<file path="config.mk">
export PLATFORM = sky130hd
export DESIGN_NAME = module_response_stream_parser_flat
export DESIGN_NICKNAME = d
export VERILOG_FILES = /design/src/hdl/msp_pkg.sv /design/src/hdl/msp_stream_if.sv /design/src/hdl/module_response_stream_parser.sv /design/src/hdl/msp_matcher.sv /design/src/flat_wrapper.sv
export VERILOG_INCLUDE_DIRS = /design/src /design/src/hdl
export SDC_FILE = /design/constraint.sdc
export NUM_CORES = 1
export LEC_CHECK = 0
export BUFFER_PORTS_ARGS = -buffer_cell sky130_fd_sc_hd__buf_2
export CORE_MARGIN = 8
export CORE_UTILIZATION = 60
export DETAILED_ROUTE_END_ITERATION = 6
export PLACE_DENSITY = 0.81
export SLEW_MARGIN = 20
export SYNTH_ARGS = -nofsm -noshare
export SYNTH_HDL_FRONTEND = slang
export SYNTH_HIERARCHICAL = 1
export SYNTH_SLANG_ARGS = --single-unit
</file>
<file path="constraint.sdc">
create_clock -name clock -period 3.43 [get_ports clock]
set_input_delay 0.686 -clock clock [delete_from_list [all_inputs] [get_ports clock]]
set_output_delay 0.686 -clock clock [all_outputs]
set_load 0.01 [all_outputs]
</file>
<file path="src/hdl/module_response_stream_parser_defines.svh">
// Assertion macros used by the response stream parser RTL.
`ifndef MODULE_RESPONSE_STREAM_PARSER_DEFINES_SVH
`define MODULE_RESPONSE_STREAM_PARSER_DEFINES_SVH

// Same-cycle implication, checked on every rising clock edge outside reset.
`define MSP_ASSERT_SAME(label, clk, rst, ante, cons) \
   label: assert property (@(posedge clk) disable iff (rst) (ante) |-> (cons)) \
      else $error("response stream parser: same-cycle check failed");

// Next-cycle implication, checked on every rising clock edge outside reset.
`define MSP_ASSERT_NEXT(label, clk, rst, ante, cons) \
   label: assert property (@(posedge clk) disable iff (rst) (ante) |=> (cons)) \
      else $error("response stream parser: next-cycle check failed");

`endif

</file>
<file path="src/hdl/msp_pkg.sv">
// Types and constants of the response stream parser.
package msp_pkg;

   // Request kinds.
   localparam logic KIND_BYTE = 1'b0;
   localparam logic KIND_ARM  = 1'b1;

   // Pattern lengths and texts, first character in the top byte.
   localparam int START_LEN   = 3;
   localparam int PROMPT_LEN  = 4;
   localparam int OK_LEN      = 3;
   localparam int ERROR_LEN   = 4;
   localparam int RESTART_LEN = 6;
   localparam int JOIN_LEN    = 7;
   localparam int LEAVE_LEN   = 10;

   localparam logic [8*START_LEN-1:0]   START_SEQ   = 24'h010203;
   localparam logic [8*PROMPT_LEN-1:0]  PROMPT_TXT  = "CMD>";
   localparam logic [8*OK_LEN-1:0]      OK_TXT      = "AOK";
   localparam logic [8*ERROR_LEN-1:0]   ERROR_TXT   = {"Err", 8'h0A};
   localparam logic [8*RESTART_LEN-1:0] RESTART_TXT = "REBOOT";
   localparam logic [8*JOIN_LEN-1:0]    JOIN_TXT    = "CONNECT";
   localparam logic [8*LEAVE_LEN-1:0]   LEAVE_TXT   = "DISCONNECT";

   localparam logic [7:0] PERCENT_CHAR = 8'h25;

   // One request: a received byte or an arm command.
   typedef struct packed {
      logic       kind;
      logic [7:0] rx_byte;
   } msp_req_type;

   // One response, produced for every request.
   typedef struct packed {
      logic       cmd_prompt_seen;
      logic       aok_seen;
      logic       err_seen;
      logic       reboot_seen;
      logic       stream_open_seen;
      logic       link_up;
      logic       payload_valid;
      logic [7:0] payload_byte;
      logic [7:0] payload_index;
      logic       frame_done;
   } msp_rsp_type;

endpackage

</file>
<file path="src/hdl/msp_stream_if.sv">
// Valid/ready stream channel carrying one payload struct per transfer.
interface msp_stream_if #(
   parameter type payload_type = logic
) ();

   logic        valid;
   logic        ready;
   payload_type payload;

   modport source (output valid, output payload, input ready);
   modport sink   (input valid, input payload, output ready);

endinterface

</file>
<file path="src/hdl/module_response_stream_parser.sv">
// Top level of the response stream parser for a radio module UART stream.
//
// Usage: requests arrive on req_if (valid/ready). Each request is either a
// received UART byte (kind 0) or an arm command (kind 1) that enables the
// stream-open report at the next closing percent sign. Every request yields
// exactly one response on rsp_if carrying the text-match pulses, the link
// level, and, for bytes inside a binary frame (01 02 03, length, payload),
// the payload byte with its index and a last-byte flag.
// Pipeline: a request accepted on req_if passes through the input register,
// the combinational state update and the result register, which drives
// rsp_if (one input register, one result register).
// Throughput: one request per cycle while rsp_if takes every response; the
// state update between the input and result registers is combinational.
// Reset: synchronous, active high; clears all matcher, frame and link state
// and empties both registers.
// Stall: while the response is not taken the result register holds; the
// input register still takes one more request, then ready drops until the
// receiver takes the waiting response.
module module_response_stream_parser
   import msp_pkg::*;
(
   input logic                 clock,
   input logic                 reset,
   msp_stream_if.sink          req_if,
   msp_stream_if.source        rsp_if
);

`include "module_response_stream_parser_defines.svh"

   // Input register.
   logic        req_valid_ff;
   msp_req_type req_data_ff;
   // Result register.
   logic        rsp_valid_ff;
   msp_rsp_type rsp_data_ff;
   msp_rsp_type rsp_data_in;

   // Parser state.
   logic       in_frame_ff, in_frame_in;
   logic       length_taken_ff, length_taken_in;
   logic [7:0] frame_length_ff, frame_length_in;
   logic [7:0] payload_count_ff, payload_count_in;
   logic [7:0] last_byte_ff, last_byte_in;
   logic       in_special_ff, in_special_in;
   logic       stream_armed_ff, stream_armed_in;
   logic       connected_ff, connected_in;

   logic       advance;
   logic       fire;
   logic       is_byte;
   logic       is_pct;
   logic [7:0] data;
   logic       start_step, text_out_step, text_in_step;
   logic       start_hit, prompt_hit, ok_hit, error_hit;
   logic       restart_hit, join_hit, leave_hit;
   logic [7:0] count_next;

   // Handshake: the result register frees when empty or taken.
   assign advance      = !rsp_valid_ff || rsp_if.ready;
   assign req_if.ready = !req_valid_ff || advance;
   assign fire         = req_valid_ff && advance;
   assign rsp_if.valid   = rsp_valid_ff;
   assign rsp_if.payload = rsp_data_ff;

   assign data    = req_data_ff.rx_byte;
   assign is_byte = (req_data_ff.kind == KIND_BYTE);
   assign is_pct  = (data == PERCENT_CHAR);

   // Matcher step enables: text bytes outside frames only.
   assign start_step    = fire && is_byte && !in_frame_ff;
   assign text_out_step = start_step && !is_pct && !in_special_ff;
   assign text_in_step  = start_step && !is_pct && in_special_ff;

   msp_matcher #(.PAT_LEN(START_LEN), .PATTERN(START_SEQ)) u_start (
      .clock(clock), .reset(reset), .step(start_step), .data(data), .hit(start_hit)
   );
   msp_matcher #(.PAT_LEN(PROMPT_LEN), .PATTERN(PROMPT_TXT)) u_prompt (
      .clock(clock), .reset(reset), .step(text_out_step), .data(data), .hit(prompt_hit)
   );
   msp_matcher #(.PAT_LEN(OK_LEN), .PATTERN(OK_TXT)) u_ok (
      .clock(clock), .reset(reset), .step(text_out_step), .data(data), .hit(ok_hit)
   );
   msp_matcher #(.PAT_LEN(ERROR_LEN), .PATTERN(ERROR_TXT)) u_error (
      .clock(clock), .reset(reset), .step(text_out_step), .data(data), .hit(error_hit)
   );
   msp_matcher #(.PAT_LEN(RESTART_LEN), .PATTERN(RESTART_TXT)) u_restart (
      .clock(clock), .reset(reset), .step(text_in_step), .data(data), .hit(restart_hit)
   );
   msp_matcher #(.PAT_LEN(JOIN_LEN), .PATTERN(JOIN_TXT)) u_join (
      .clock(clock), .reset(reset), .step(text_in_step), .data(data), .hit(join_hit)
   );
   msp_matcher #(.PAT_LEN(LEAVE_LEN), .PATTERN(LEAVE_TXT)) u_leave (
      .clock(clock), .reset(reset), .step(text_in_step), .data(data), .hit(leave_hit)
   );

   assign count_next = payload_count_ff + 8'd1;

   // Per-request state update and response assembly.
   always_comb begin
      in_frame_in      = in_frame_ff;
      length_taken_in  = length_taken_ff;
      frame_length_in  = frame_length_ff;
      payload_count_in = payload_count_ff;
      last_byte_in     = last_byte_ff;
      in_special_in    = in_special_ff;
      stream_armed_in  = stream_armed_ff;
      connected_in     = connected_ff;
      rsp_data_in      = '0;
      if (fire) begin
         if (!is_byte) begin
            stream_armed_in = 1'b1;
         end else if (in_frame_ff) begin
            // Length byte, then payload bytes streamed with their index.
            if (!length_taken_ff) begin
               payload_count_in = '0;
               frame_length_in  = data;
               length_taken_in  = 1'b1;
            end else begin
               payload_count_in          = count_next;
               rsp_data_in.payload_valid = 1'b1;
               rsp_data_in.payload_byte  = data;
               rsp_data_in.payload_index = payload_count_ff;
               if (count_next == frame_length_ff) begin
                  in_frame_in            = 1'b0;
                  rsp_data_in.frame_done = 1'b1;
               end
            end
            last_byte_in = data;
         end else begin
            // Frame start sequence completing.
            if (start_hit) begin
               in_frame_in      = 1'b1;
               length_taken_in  = 1'b0;
               payload_count_in = '0;
            end
            // Percent handling: a percent opens or closes the region; double percent forces it on.
            if (is_pct) begin
               if (last_byte_ff == PERCENT_CHAR || !in_special_ff) begin
                  in_special_in = 1'b1;
               end else begin
                  in_special_in = 1'b0;
                  if (stream_armed_ff) begin
                     stream_armed_in              = 1'b0;
                     rsp_data_in.stream_open_seen = 1'b1;
                  end
               end
            end
            rsp_data_in.cmd_prompt_seen = prompt_hit;
            rsp_data_in.aok_seen        = ok_hit;
            rsp_data_in.err_seen        = error_hit;
            rsp_data_in.reboot_seen     = restart_hit;
            // DISCONNECT wins over CONNECT on the same byte.
            if (leave_hit) begin
               connected_in = 1'b0;
            end else if (join_hit) begin
               connected_in = 1'b1;
            end
            last_byte_in = data;
         end
      end
      rsp_data_in.link_up = connected_in;
   end

   // Control state.
   always_ff @(posedge clock) begin
      if (reset) begin
         req_valid_ff     <= 1'b0;
         rsp_valid_ff     <= 1'b0;
         in_frame_ff      <= 1'b0;
         length_taken_ff  <= 1'b0;
         frame_length_ff  <= '0;
         payload_count_ff <= '0;
         last_byte_ff     <= '0;
         in_special_ff    <= 1'b0;
         stream_armed_ff  <= 1'b0;
         connected_ff     <= 1'b0;
      end else begin
         if (req_if.ready) begin
            req_valid_ff <= req_if.valid;
         end
         if (advance) begin
            rsp_valid_ff <= req_valid_ff;
         end
         in_frame_ff      <= in_frame_in;
         length_taken_ff  <= length_taken_in;
         frame_length_ff  <= frame_length_in;
         payload_count_ff <= payload_count_in;
         last_byte_ff     <= last_byte_in;
         in_special_ff    <= in_special_in;
         stream_armed_ff  <= stream_armed_in;
         connected_ff     <= connected_in;
      end
   end

   // Payload registers.
   always_ff @(posedge clock) begin
      if (req_if.ready && req_if.valid) begin
         req_data_ff <= req_if.payload;
      end
      if (fire) begin
         rsp_data_ff <= rsp_data_in;
      end
   end

   // A payload response never carries a text-match pulse.
   `MSP_ASSERT_SAME(a_payload_no_text, clock, reset,
      rsp_valid_ff && rsp_data_ff.payload_valid,
      !(rsp_data_ff.cmd_prompt_seen || rsp_data_ff.aok_seen || rsp_data_ff.err_seen ||
        rsp_data_ff.reboot_seen || rsp_data_ff.stream_open_seen))
   // The last-byte flag only marks payload bytes.
   `MSP_ASSERT_SAME(a_done_has_payload, clock, reset,
      rsp_valid_ff && rsp_data_ff.frame_done, rsp_data_ff.payload_valid)
   // A byte after the length byte of an open frame yields a payload response.
   `MSP_ASSERT_NEXT(a_frame_byte_payload, clock, reset,
      fire && is_byte && in_frame_ff && length_taken_ff,
      rsp_valid_ff && rsp_data_ff.payload_valid)

endmodule

</file>
<file path="src/hdl/msp_matcher.sv">
// Naive pattern matcher that drops back to its start on any mismatch.
module msp_matcher #(
   parameter int PAT_LEN = 4,
   parameter logic [8*PAT_LEN-1:0] PATTERN = '0
) (
   input  logic       clock,
   input  logic       reset,
   input  logic       step,
   input  logic [7:0] data,
   output logic       hit
);

   localparam int W = $clog2(PAT_LEN);

   logic [W-1:0] progress_ff;
   logic [W-1:0] progress_in;
   logic [7:0]   expected;
   logic         match;
   logic         last;

   // Character expected at the current position.
   assign expected = PATTERN[8*(PAT_LEN-1-int'(progress_ff)) +: 8];
   assign match    = (data == expected);
   assign last     = (progress_ff == W'(PAT_LEN-1));
   assign hit      = step & match & last;

   // Advance on a match, restart on completion or mismatch.
   always_comb begin
      progress_in = progress_ff;
      if (step) begin
         if (match && !last) begin
            progress_in = progress_ff + W'(1);
         end else begin
            progress_in = '0;
         end
      end
   end

   always_ff @(posedge clock) begin
      if (reset) begin
         progress_ff <= '0;
      end else begin
         progress_ff <= progress_in;
      end
   end

endmodule
</file>
<file path="src/flat_wrapper.sv">
// flat-port wrapper written by rule: the top's interface ports become plain ports
module module_response_stream_parser_flat import msp_pkg::*;
  (clock, reset, req_if_valid, req_if_payload, req_if_ready, rsp_if_valid, rsp_if_payload, rsp_if_ready);
  msp_stream_if req_if_i ();
  msp_stream_if rsp_if_i ();
  input logic clock;
  input logic reset;
  input wire logic [$bits(req_if_i.valid)-1:0] req_if_valid;
  input wire logic [$bits(req_if_i.payload)-1:0] req_if_payload;
  output wire logic [$bits(req_if_i.ready)-1:0] req_if_ready;
  output wire logic [$bits(rsp_if_i.valid)-1:0] rsp_if_valid;
  output wire logic [$bits(rsp_if_i.payload)-1:0] rsp_if_payload;
  input wire logic [$bits(rsp_if_i.ready)-1:0] rsp_if_ready;
  assign req_if_i.valid = req_if_valid;
  assign req_if_i.payload = req_if_payload;
  assign req_if_ready = req_if_i.ready;
  assign rsp_if_valid = rsp_if_i.valid;
  assign rsp_if_payload = rsp_if_i.payload;
  assign rsp_if_i.ready = rsp_if_ready;
  module_response_stream_parser u_core (.clock(clock), .reset(reset), .req_if(req_if_i), .rsp_if(rsp_if_i));
endmodule
</file>
==> results_dict.tcl <==
set metrics [dict create \
    wl_per_cell_um 12.5 \
    layout-area-overhead-vs-synth_pct 10.5 \
    n_antenna_cell 0 \
    synth-seq-cells 17 \
    cts_tree "built" \
    synth.yosys.seq_area_share_pct 40.4 \
    clock-root-buffer "clkbuf_4" \
    setup_violations 0 \
    place_congestion 0.886 \
    finalCritPeriodShare_pct 72.5 \
    reg2regPathDepth 9 \
    first_pass_iters 4 \
    cts_buffers 3 \
    n_fill_cell 123 \
    netlist_top_cells_area "dfxtp_1 (34%), nor2_1 (7.6%), edfxtp_1 (6.7%)" \
    die_w_um 54.6 \
    synth_edf_count 2 \
    pin_count 8 \
    antenna_found_initial 0 \
    htree_num_levels 1 \
    synth_top_cell_by_area "dfxtp_1" \
    drv_slew 0 \
    hold_path.class "flop to flop" \
    finalCriticalPeriod_ns 2.49 \
    cp_max_fo 7 \
    nNetsFinal 130 \
    hp-start "u_core/u_start/progress_ff[1]$_SDFFE_PP0P_" \
    rsz0062_at_grt "no" \
    whs_path_depth 1 \
    worstReg2RegEnd "u_core/payload_count_ff[4]$_SDFFE_PP0P_" \
    drt_first_iter_violations 29 \
    worstPathRequired_ns 3.61 \
    cts_resized 0 \
    max_freq_mhz 402 \
    cellPowerDensity_mw_per_mm2 335 \
    cts.path.max_buffers 2 \
    cts_hold_buf 0 \
    power_leakage_nw 0.370 \
    fin_skew_ns 0.00124 \
    initial_core_util_pct 61.4 \
    grt_first_pass_wirelength_um 3000 \
    vias 807 \
    grt_remaining_overflow 0 \
    critPathArrivalTime_ns 2.67 \
    avgSynthCellArea_um2 8.34 \
    synth_area_um2 892 \
    multi_input_area_um2 533 \
    postSynth.asyncResetShare_pct 0 \
    clk_latency_ns 0.29 \
    finalHoldViolCount 0 \
    drtAntennaViolNets 0 \
    die-area_mm2 0.00298 \
    ys.flop_type "dfxtp_1" \
    track_usage_pct 13.3 \
    syn-instance-count 107 \
    hpwl_um 1310 \
    post_cts_buffers 0 \
    peakVddDrop_v 0.000291 \
    cts_num_sinks 17 \
    yosysWarningCount 6 \
    post-route-util_pct 67.8 \
    startpoint_type "input pin" \
    reg2reg_slack_ns 1.05 \
    regArea_um2 360 \
    crit_type "input pin to flop" \
    maxSlewHeadroom_pct 54.1 \
    rows 14 \
    synth_most_common_cell "nor2_1" \
    tightest_slew_ns 0.683 \
    outcome "completed" \
    drc 0 \
    numPortBuffers 7 \
    clk_pin_slew_worst_paths_ns 0.10 \
    netlist_top_cells_count "nor2_1 (18), dfxtp_1 (15), a21oi_1 (8), nand2_1 (7), nand3_1 (5)" \
    drt-total-wl_um 1730 \
    ys_types 38 \
    grt_pass1_vias 719 \
    tns_ns 0 \
    via_per_inst 5.85 \
    cap_violations 0 \
    grt_max_degree 17 \
    r2r_start "u_core/u_start/progress_ff[0]$_SDFFE_PP0P_" \
    die_h_um 54.6 \
    coreArea_mm2 0.00145 \
    cp-end-kind "flop" \
    synth.top_cell.area_share_pct 33.7 \
    drive_gt1_share_pct 10.7 \
    holdPathEnd "u_core/u_start/progress_ff[1]$_SDFFE_PP0P_" \
]
==> critical path, stage by stage <==
cell	delay [ns]
buf_2	0.08
nand2b_1	0.13
nand2_1	0.11
nor2_1	0.14
and3_1	0.21
and4_1	0.26
nor2_1	0.06
nor3_1	0.54
o21ai_0	0.21
a21oi_1	0.19
nor2_1	0.05
==> cell families after synthesis <==
| logic type | after synthesis | synth area share (%) |
|---|---|---|
| XOR/XNOR | 6 | 5.89 |
| buffers and inverters | 6 | 2.80 |
| adder cells (fa/ha/maj) | 2 | 2.80 |
| other | 1 | 0.420 |
| multiplexers | 1 | 1.12 |
| flip-flops | 17 | 40.4 |
| AND/OR/NAND/NOR | 52 | 30.9 |
| AO/OA/AOI/OAI | 22 | 15.7 |
==> worst max path at each step <==
stage | from | to | slack [ns] | depth (start not counted)
after floorplan | rsp_if_ready | u_core/payload_count_ff[2]$_SDFFE_PP0P_ | 1.16 | 10
after global placement | rsp_if_ready | u_core/payload_count_ff[2]$_SDFFE_PP0P_ | 0.82 | 11
after detailed placement | rsp_if_ready | u_core/payload_count_ff[4]$_SDFFE_PP0P_ | 0.65 | 11
after CTS | rsp_if_ready | u_core/payload_count_ff[4]$_SDFFE_PP0P_ | 0.97 | 11
after global routing | rsp_if_ready | u_core/payload_count_ff[4]$_SDFFE_PP0P_ | 0.77 | 11
final | rsp_if_ready | u_core/payload_count_ff[4]$_SDFFE_PP0P_ | 0.94 | 11
==> cell type report <==
| class | instances | area share (%) |
|---|---|---|
| clock buffers | 4 | 2.66 |
| well taps | 16 | 2.03 |
| flip-flops and latches | 17 | 36.5 |
| inverters | 3 | 1.14 |
| multi-input cells | 91 | 54.1 |
| repair buffers | 7 | 3.55 |
==> metal layers <==
| layer | vias up | part of all wire (%) | track usage (%) |
|---|---|---|---|
| met4 | 0 | 1.4 | 4.92 |
| met1 | 374 | 52 | 18.5 |
| met2 | 18 | 42 | 19.5 |
| met3 | 3 | 4.6 | 3.26 |
| li1 | 412 | - | - |
| met5 | - | 0 | 0 |
==> cell usage in the layout (no fill, tap or decap), types with 3 or more instances in the layout <==
master / n
dfxtp_1: 15
nand3_1: 5
nor2_1: 18
o21ai_0: 3
and3_1: 3
buf_2: 7
a21oi_1: 8
clkbuf_4: 3
conb_1: 8
xor2_1: 4
nor4_1: 3
nand2_1: 7
==> registers in the layout (all words and copies together) (netlist names) <==
signal                      count
u_core/u_start/progress_ff      2
u_core/rsp_if.payload           1
u_core/length_taken_ff          1
u_core/frame_length_ff          1
u_core/rsp_if.valid             1
u_core/payload_count_ff         8
u_core/data                     1
u_core/req_valid_ff             1
u_core/in_frame_ff              1
==> metrics by stage <==
step | instance area (um^2) | worst slack [ns] | hold WS, ns | total power [W] | std cells
6_report | 986 | 0.944 | 0.478 | 0.000331 | 138
2_1_floorplan | 918 | 1.16 | 0.446 | 0.000220 | 114
4_1_cts | 986 | 0.968 | 0.484 | 0.000334 | 138
3_3_place_gp | 960 | 0.818 | 0.465 | 0.000227 | 134
5_1_grt | 986 | 0.772 | 0.530 | 0.000345 | 138
3_5_place_dp | 960 | 0.654 | 0.461 | 0.000227 | 134
==> report_power, final <==
| group | leakage (nW) | switching (W) | internal [W] |
|---|---|---|---|
| Combinational | 0.215 | 0.0000108 | 0.00000608 |
| Clock | 0.0150 | 0.0000628 | 0.0000453 |
| Sequential | 0.140 | 0.00000201 | 0.000204 |
Note: power is estimated with default switching activity, not from simulation.
